### src/hdl/lrk_ram.sv
// ----------------------------------------------------------------------------
// lrk_ram: generic single-write, single-read memory
// One write port and one read port; read data registered.
// ----------------------------------------------------------------------------
`default_nettype none

module lrk_ram #(
  parameter int WIDTH = 8,
  parameter int DEPTH = 16
) (
  input  wire logic                     clk,
  input  wire logic                     we,
  input  wire logic [$clog2(DEPTH)-1:0] waddr,
  input  wire logic [WIDTH-1:0]         wdata,
  input  wire logic [$clog2(DEPTH)-1:0] raddr,
  output logic      [WIDTH-1:0]         rdata
);

  logic [WIDTH-1:0] mem [DEPTH];

  always_ff @(posedge clk) begin
    if (we) begin
      mem[waddr] <= wdata;
    end
    rdata <= mem[raddr];
  end

endmodule

`default_nettype wire

### config.mk
export PLATFORM = sky130hd
export DESIGN_NAME = lrk_ram
export DESIGN_NICKNAME = d
export VERILOG_FILES = /design/src/hdl/lrk_ram.sv
export SDC_FILE = /design/constraint.sdc
export NUM_CORES = 1
export LEC_CHECK = 0
export ABC_AREA = 1
export BUFFER_PORTS_ARGS = -buffer_cell sky130_fd_sc_hd__buf_2
export CORE_MARGIN = 5
export CORE_UTILIZATION = 40
export CTS_CLUSTER_SIZE = 24
export DETAILED_ROUTE_END_ITERATION = 10
export SYNTH_ARGS = -nofsm -noshare
export SYNTH_HDL_FRONTEND = slang
export SYNTH_SLANG_ARGS = --single-unit
### constraint.sdc
create_clock -name clk -period 1.28 [get_ports clk]
set_input_delay 0.256 -clock clk [delete_from_list [all_inputs] [get_ports clk]]
set_output_delay 0.256 -clock clk [all_outputs]
set_load 0.05 [all_outputs]
==> summary.txt, run 1 <==
Worst setup path
  – Worst reg2reg endpoint: rdata[1]$_DFF_P_
  – Req. time, crit path: 1.02 ns
  – CP max FO: 1
  – Crit. End Element: output pin
  – CP bufs+invs: 1
  – Critical Path AT: 1.02 ns
  – Setup crit start kind: register
  – Crit path cell chain: buf_4
  – Setup CP Type: reg -> out
  – Crit-path slowest cell: dfxtp_1
  – CP top delay family: flip-flops
  – Reg2reg setup slack: 0.26 ns
  – Worst-case reg-to-reg path depth: 6
  – CP max stage delay: 0.38 ns
  – RR Startpoint: mem[7][1]$_DFFE_PP_

Logic synthesis
  – Syn Std Cell Area: 0.005767 mm^2
  – Seq/Total Area, Yosys: 69.43%
  – #FFs+latches synth: 136
  – Synth warn: 0
  – Syn Nets: 569
  – Yosys cell types: 12
  – Post-synthesis simple-gate area fraction: 21.05%
  – Mean Syn Cell Area: 10.47 um^2
  – Synth Area in XOR/XNOR: 0%
  – Post-synthesis mux area share: 0%
  – Cells after Synth: 551
  – Synth Area in Compound Gates: 0%
  – Synth Area in Adders: 0%
  – Largest family of logic cells by synthesized area: simple AND/OR/NAND/NOR gates

Timing
  – Final Cycle Share: 99.49%
  – Worst setup margin: 0.006590 ns
  – Clk_skew: 0.009494 ns
  – Max Clock Freq: 785.3 MHz
  – Hold slack: 0.2206 ns
  – Slew Viols, Final: 0
  – Hold Fails Final Rpt: 0
  – Final setup fails: 0
  – Unrepaired setup endpoints after global routing: no
  – Fin crit period: 1.273 ns
  – Slew HR: 71.79%
  – Worst-Margin Slew: 0.4232 ns

Placed design
  – Pre-CTS setup slack: -0.05283 ns
  – Dpl cells: 756
  – Gpl congestion: 0.7823
  – Port Buf Inserts: 25
  – Dpl hpwl: 7897 um

CTS
  – Clock sink total: 136
  – Clk_lat worst skew: 0.42 ns
  – Post-CTS Setup Bufs: 0
  – Clock buffer depth: 2
  – TritonCTS clock tree: built
  – Clock root buffer: clkbuf_16
  – CTS resizes: 3
  – CTS Buf Count: 17
  – Clock transition at path regs: 0.06 ns
  – Hold-fix buffers, CTS: 0
  – H-tree Lvls: 4

Floorplan
  – Die H: 130.1 um
  – Initial core utilization: 41.23%
  – I/O Pins: 26
  – FP Rows: 43
  – DIE AREA: 0.01692 mm^2
  – DIE WIDTH: 130.1 um
  – Core area: 0.01399 mm^2

Final layout
  – Fin cells: 788
  – Fin nets: 613
  – Layout cells sized above 1: 13.49%
  – Final Util: 48.74%
  – Commonest non-fill, non-tap cell in the layout: nand2_1
  – N_diodes: 0
  – Layout area overhead: 18.23%
  – Commonest cells after routing, fill and taps aside: nand2_1 (173), edfxtp_1 (128), inv_1 (100)

Power
  – Sw Share: 21.51%
  – P_int: 8.397 mW
  – Pwr Density: 1569 mW/mm^2
  – Clock power share: 46.4%
  – Net Sw Power: 2.302 mW
  – Comb power frac: 6.7%
  – Share of power burned in registers: 46.8%
  – Leak Pwr: 2.952 nW
  – Max VDD drop: 1006 uV

GRT
  – Initial antenna violation count: 0
  – First-pass GRT wire length: 19950 um
  – GRT Overall Usage: 16.09%
  – Largest net degree at the start of global routing: 65
  – Number of global-route vias before repair: 3637
  – Overflow after GRT: 0

Run
  – Max Cap Viol: 0

Hold path
  – Hold Path Depth: 1
  – Worst hold endpoint: mem[4][3]$_DFFE_PP_
  – Worst Hold Launch: wdata[3]
  – Hold Path Class: in -> reg

Detailed routing
  – Vias: 3785
  – Final WL: 12810 um
  – Wire length per cell: 16.26 um
  – Initial DRC Count: 384
  – Drc violations: 0
  – DRT antenna net count: 0
  – DR pass1 iterations: 5
  – DR vias/cell: 4.803

Status
  – Status: completed
## final cells by class
| type | count | area (um^2) |
|---|---|---|
| multi-input combinational | 289 | 1214 |
| clock buffer | 21 | 470.5 |
| fill | 1266 | 7171 |
| inverter | 102 | 382.9 |
| clock inverter | 11 | 146.4 |
| tap | 180 | 225.2 |
| timing repair buffer | 49 | 375.4 |
| sequential | 136 | 4004 |
## synthesized netlist by cell type
library cell	count	share of area, %
inv_1	100	6.5
inv_2	2	0.13
edfxtp_1	128	67
buf_6	6	1.2
buf_1	1	0.065
nand2_1	173	11
nand3b_1	2	0.26
nor2_1	17	1.1
buf_4	4	0.52
nand3_1	97	8.4
buf_2	13	1.1
dfxtp_1	8	2.8
## metrics by stage
step / cell area (um^2) / setup TNS (ns) / total power, mW
finish: 6818 / 0 / 10.70
global placement: 6193 / -0.1147 / 5.816
detailed placement: 6193 / -0.1831 / 5.827
global route: 6818 / 0 / 11.05
floorplan: 5767 / 0 / 5.549
CTS: 6818 / 0 / 10.76
## worst max path at each step
stage | start | end | slack, ns | cells after the start
after floorplan | waddr[3] | mem[4][0]$_DFFE_PP_ | 0.07 | 2
after global placement | raddr[0] | rdata[1]$_DFF_P_ | -0.05 | 7
after detailed placement | raddr[0] | rdata[1]$_DFF_P_ | -0.05 | 7
after CTS | rdata[4]$_DFF_P_ | rdata[4] | 0.007 | 1
after global routing | rdata[4]$_DFF_P_ | rdata[4] | 0.002 | 1
final | rdata[4]$_DFF_P_ | rdata[4] | 0.007 | 1
## routing by layer
layer  vias up  track usage (%)  share of wire (%)
met5         -                0                  0
met4         0            5.807                2.0
met3        20            3.357                5.7
met2       112            26.55                 50
met1      1793            21.08                 43
li1       1860                -                  -
## cell families (layout without fill, tap and decap cells)
kind of cell           count (synthesis)  after routing
AND/OR/NAND/NOR                      289            289
buffers and inverters                126            183
flip-flops                           136            136
## power by group through the flow
stage          logic (mW)  clock network, mW  registers [mW]
2_1_floorplan       0.351                  0            5.20
3_3_place_gp        0.715                  0            5.10
3_5_place_dp        0.723                  0            5.10
4_1_cts             0.732               5.02            5.01
5_1_grt             0.791               5.24            5.02
6_report            0.721               4.97            5.01
## state kept, by name, summed over array words and instances, names as in the netlist
name   cells
rdata      8
mem      128
No activity file was read; power rests on OpenSTA's default activity.
==> run 2, diff against run 1 <==
==> config.mk (replaced) <==
export PLATFORM = sky130hd
export DESIGN_NAME = lrk_ram
export DESIGN_NICKNAME = d
export VERILOG_FILES = /design/src/hdl/lrk_ram.sv
export SDC_FILE = /design/constraint.sdc
export NUM_CORES = 1
export LEC_CHECK = 0
export ABC_AREA = 0
export CORE_MARGIN = 5
export CORE_UTILIZATION = 40
export CTS_CLUSTER_SIZE = 24
export DETAILED_ROUTE_END_ITERATION = 10
export DONT_BUFFER_PORTS = 1
export SYNTH_ARGS = -nofsm -noshare
export SYNTH_HDL_FRONTEND = slang
export SYNTH_SLANG_ARGS = --single-unit
==> run 2 against run 1 <==
  * The run now ends with negative setup slack left
  * Area after synthesis down 11%
  * Sequential share of layout area rose by 7.2 points
  * Via count decreased by 39%
  * Worst hold slack lost 0.071 ns
  * Register-to-register slack lost 0.29 ns
  * Final area is 11% lower
  * Synthesized cell count shrank 58%
  * Total power is 9.5% lower
  * Worst setup slack got worse by 0.041 ns
  * Combinational power is 43% lower
  * Flip-flop and latch count is the same
  * Non-clock buffer count fell by 20
==> summary.txt, run 2 <==
Hold path
  – Worst Hold Launch: raddr[1] (was wdata[3])
  – Hold Path Class: in -> reg (unchanged)
  – Hold Path Depth: 3 (was 1)
  – Worst hold endpoint: rdata[3]$_DFF_P_ (was mem[4][3]$_DFFE_PP_)

GRT
  – Overflow after GRT: 0 (unchanged)
  – Number of global-route vias before repair: 2427 (was 3637)
  – Initial antenna violation count: 0 (unchanged)
  – Largest net degree at the start of global routing: 33 (was 65)
  – GRT Overall Usage: 14.23% (was 16.09%)
  – First-pass GRT wire length: 14860 um (was 19950 um)

CTS
  – Clock transition at path regs: 0.05 ns (was 0.06 ns)
  – CTS Buf Count: 17 (unchanged)
  – Clock sink total: 136 (unchanged)
  – Clock root buffer: clkbuf_16 (unchanged)
  – Post-CTS Setup Bufs: 0 (unchanged)
  – Clock buffer depth: 2 (unchanged)
  – TritonCTS clock tree: built (unchanged)
  – H-tree Lvls: 4 (unchanged)
  – Clk_lat worst skew: 0.41 ns (was 0.42 ns)

Worst setup path
  – RR Startpoint: mem[3][5]$_DFFE_PP_ (was mem[7][1]$_DFFE_PP_)
  – Worst reg2reg endpoint: rdata[5]$_DFF_P_ (was rdata[1]$_DFF_P_)
  – Req. time, crit path: 1.58 ns (was 1.02 ns)
  – Reg2reg setup slack: -0.03 ns (was 0.26 ns)
  – Setup crit start kind: register (unchanged)
  – Setup CP Type: reg -> reg (was reg -> out)
  – Crit. End Element: register (was output pin)
  – CP max FO: 1 (unchanged)
  – Critical Path AT: 1.61 ns (was 1.02 ns)
  – Worst-case reg-to-reg path depth: 4 (was 6)

Placed design
  – Dpl cell area: 0.005449 mm^2 (was 0.006193 mm^2)
  – Dpl hpwl: 6086 um (was 7897 um)
  – Port Buf Inserts: 0 (was 25)
  – Dpl cells: 412 (was 756)
  – Gpl congestion: 0.7192 (was 0.7823)

Final layout
  – Fin cells: 452 (was 788)
  – Layout cells sized above 1: 36.07% (was 13.49%)
  – Commonest cells after routing, fill and taps aside: edfxtp_1 (128), mux4_2 (32), buf_4 (20) (was nand2_1 (173), edfxtp_1 (128), inv_1 (100))
  – Register name with the most flops: mem (unchanged)
  – Final Util: 48.17% (was 48.74%)
  – Layout filler cell count: 1080 (was 1266)
  – Commonest non-fill, non-tap cell in the layout: edfxtp_1 (was nand2_1)
  – N_diodes: 0 (unchanged)
  – Max reg flops: 128 (unchanged)
  – Layout area overhead: 18.08% (was 18.23%)
  – Final instance area: 0.006078 mm^2 (was 0.006818 mm^2)
  – Largest registers: mem (128), rdata (8) (unchanged)
  – Fin nets: 285 (was 613)

Floorplan
  – DIE WIDTH: 123.4 um (was 130.1 um)
  – Die H: 123.4 um (was 130.1 um)
  – Initial core utilization: 40.79% (was 41.23%)
  – I/O Pins: 26 (unchanged)
  – Core area: 0.01262 mm^2 (was 0.01399 mm^2)
  – DIE AREA: 0.01524 mm^2 (was 0.01692 mm^2)
  – FP Rows: 41 (was 43)

Logic synthesis
  – Synth Area in Adders: 0% (unchanged)
  – Post-synthesis mux area share: 15.02% (was 0%)
  – Synth warn: 0 (unchanged)
  – Top post-synthesis cells by area: edfxtp_1 (75%), mux4_2 (7.9%), mux4_1 (7.1%) (was edfxtp_1 (67%), nand2_1 (11%), nand3_1 (8.4%))
  – Cells after Synth: 229 (was 551)
  – Mean Syn Cell Area: 22.48 um^2 (was 10.47 um^2)
  – Post-synth EDFFs: 128 (unchanged)
  – Synth Area in XOR/XNOR: 0% (unchanged)
  – Yosys cell types: 19 (was 12)
  – #FFs+latches synth: 136 (unchanged)
  – Yosys top cell area share: 74.67% (was 66.65%)
  – Syn Std Cell Area: 0.005147 mm^2 (was 0.005767 mm^2)
  – Most frequent cell after synthesis: edfxtp_1 (was nand2_1)
  – Post-synthesis simple-gate area fraction: 3.184% (was 21.05%)
  – Cell taking the most area after synthesis: edfxtp_1 (unchanged)
  – Ys flop type: edfxtp_1 (unchanged)
  – Largest family of logic cells by synthesized area: multiplexers (was simple AND/OR/NAND/NOR gates)
  – Synth async-reset ratio: 0% (unchanged)
  – Synth Area in Compound Gates: 2.333% (was 0%)
  – Seq/Total Area, Yosys: 77.78% (was 69.43%)
  – Most frequent cells after synthesis: edfxtp_1 (128), mux4_2 (18), a22oi_1 (16) (was nand2_1 (173), edfxtp_1 (128), inv_1 (100))
  – Syn Nets: 247 (was 569)

Timing
  – Fin crit period: 1.315 ns (was 1.273 ns)
  – Unrepaired setup endpoints after global routing: yes (was no)
  – Clk_skew: 0.01093 ns (was 0.009494 ns)
  – Slew Viols, Final: 0 (unchanged)
  – Final setup fails: 3 (was 0)
  – Worst-Margin Slew: 0.8119 ns (was 0.4232 ns)
  – Hold Fails Final Rpt: 0 (unchanged)
  – Worst setup margin: -0.03482 ns (was 0.006590 ns)
  – Max Clock Freq: 760.6 MHz (was 785.3 MHz)
  – Final Cycle Share: 102.7% (was 99.49%)
  – Slew HR: 45.67% (was 71.79%)

Detailed routing
  – Initial DRC Count: 152 (was 384)
  – Metal-1 WL: 4257 um (was 5449 um)
  – DR vias/cell: 5.077 (was 4.803)
  – Routed wl met2: 4702 um (was 6376 um)
  – DRT antenna net count: 0 (unchanged)
  – Drc violations: 0 (unchanged)
  – Metal3 WL: 629 um (was 730 um)
  – Wire length per cell: 21.46 um (was 16.26 um)
  – DR pass1 iterations: 4 (was 5)
  – Top routing layer in use: met4 (unchanged)
  – Vias: 2295 (was 3785)
  – Final WL: 9701 um (was 12810 um)

Run
  – Max Cap Viol: 0 (unchanged)

Power
  – Max VDD drop: 963.1 uV (was 1006 uV)
  – Pwr Density: 1593 mW/mm^2 (was 1569 mW/mm^2)
  – Total chip power: 9.680 mW (was 10.70 mW)
  – Leak Pwr: 1.958 nW (was 2.952 nW)

Status
  – Failing checks: negative setup slack
  – Status: complete, but fails checks (was completed)
## run 2: how the worst max path moves through the flow
stage	depth (start not counted)	startpoint	endpoint	slack, ns
finish	4	mem[3][5]$_DFFE_PP_	rdata[5]$_DFF_P_	-0.03
CTS	4	mem[3][5]$_DFFE_PP_	rdata[5]$_DFF_P_	-0.03
floorplan	2	waddr[2]	mem[0][0]$_DFFE_PP_	-0.11
global route	4	mem[3][5]$_DFFE_PP_	rdata[5]$_DFF_P_	-0.09
global placement	3	waddr[2]	mem[0][1]$_DFFE_PP_	-0.08
detailed placement	3	waddr[2]	mem[0][2]$_DFFE_PP_	-0.09
## run 2: power breakdown
group          switching (mW)  leakage, nW  internal (mW)
sequential              0.110         1.22           4.99
clock                    1.64        0.263           2.53
combinational           0.218        0.471          0.195
## run 2: metrics by stage
stage	TNS, ns	hold slack, ns	setup WS, ns
5_1_grt	-0.3726	0.1510	-0.09083
4_1_cts	-0.1026	0.1296	-0.03458
3_5_place_dp	-1.923	0.3556	-0.09110
3_3_place_gp	-1.715	0.3558	-0.08350
6_report	-0.05882	0.1500	-0.03482
2_1_floorplan	-1.157	0.3549	-0.1091
## run 2: cells by family after synthesis
| logic type | count (synthesis) |
|---|---|
| AO/OA/AOI/OAI | 16 |
| buffers and inverters | 10 |
| flip-flops | 136 |
| multiplexers | 32 |
| AND/OR/NAND/NOR | 35 |
## run 2: worst max-delay path, cell delays in order, from the launching register on
cell	delay, ns
edfxtp_1	0.35
mux4_2	0.49
a22oi_2	0.18
buf_4	0.15
nand2_1	0.04
## run 2: area by class of cell
cell class                 instances  area [um^2]  area share (%)
sequential                       136         4010           65.97
multi-input combinational         83         1086           17.87
clock buffer                      21        460.4           7.575
timing repair buffer              29        250.2           4.117
tap                              172        215.2           3.541
clock inverter                    11        56.30          0.9263
## run 2: routing by layer
| layer | track usage [%] | up-vias |
|---|---|---|
| met1 | 19.28 | 1181 |
| met5 | 0 | - |
| met3 | 4.758 | 8 |
| met2 | 21.37 | 69 |
| li1 | - | 1037 |
| met4 | 5.606 | 0 |
## run 2: repair_timing
item | 4_1_cts | 5_1_grt
endpoints found under the setup margin | 14 | 9
resized for setup | 12 | 0
hold buffers | 8 | 0
gates cloned | 0 | 0
hold endpoints to repair | 128 | 0
pin swaps | 2 | 2
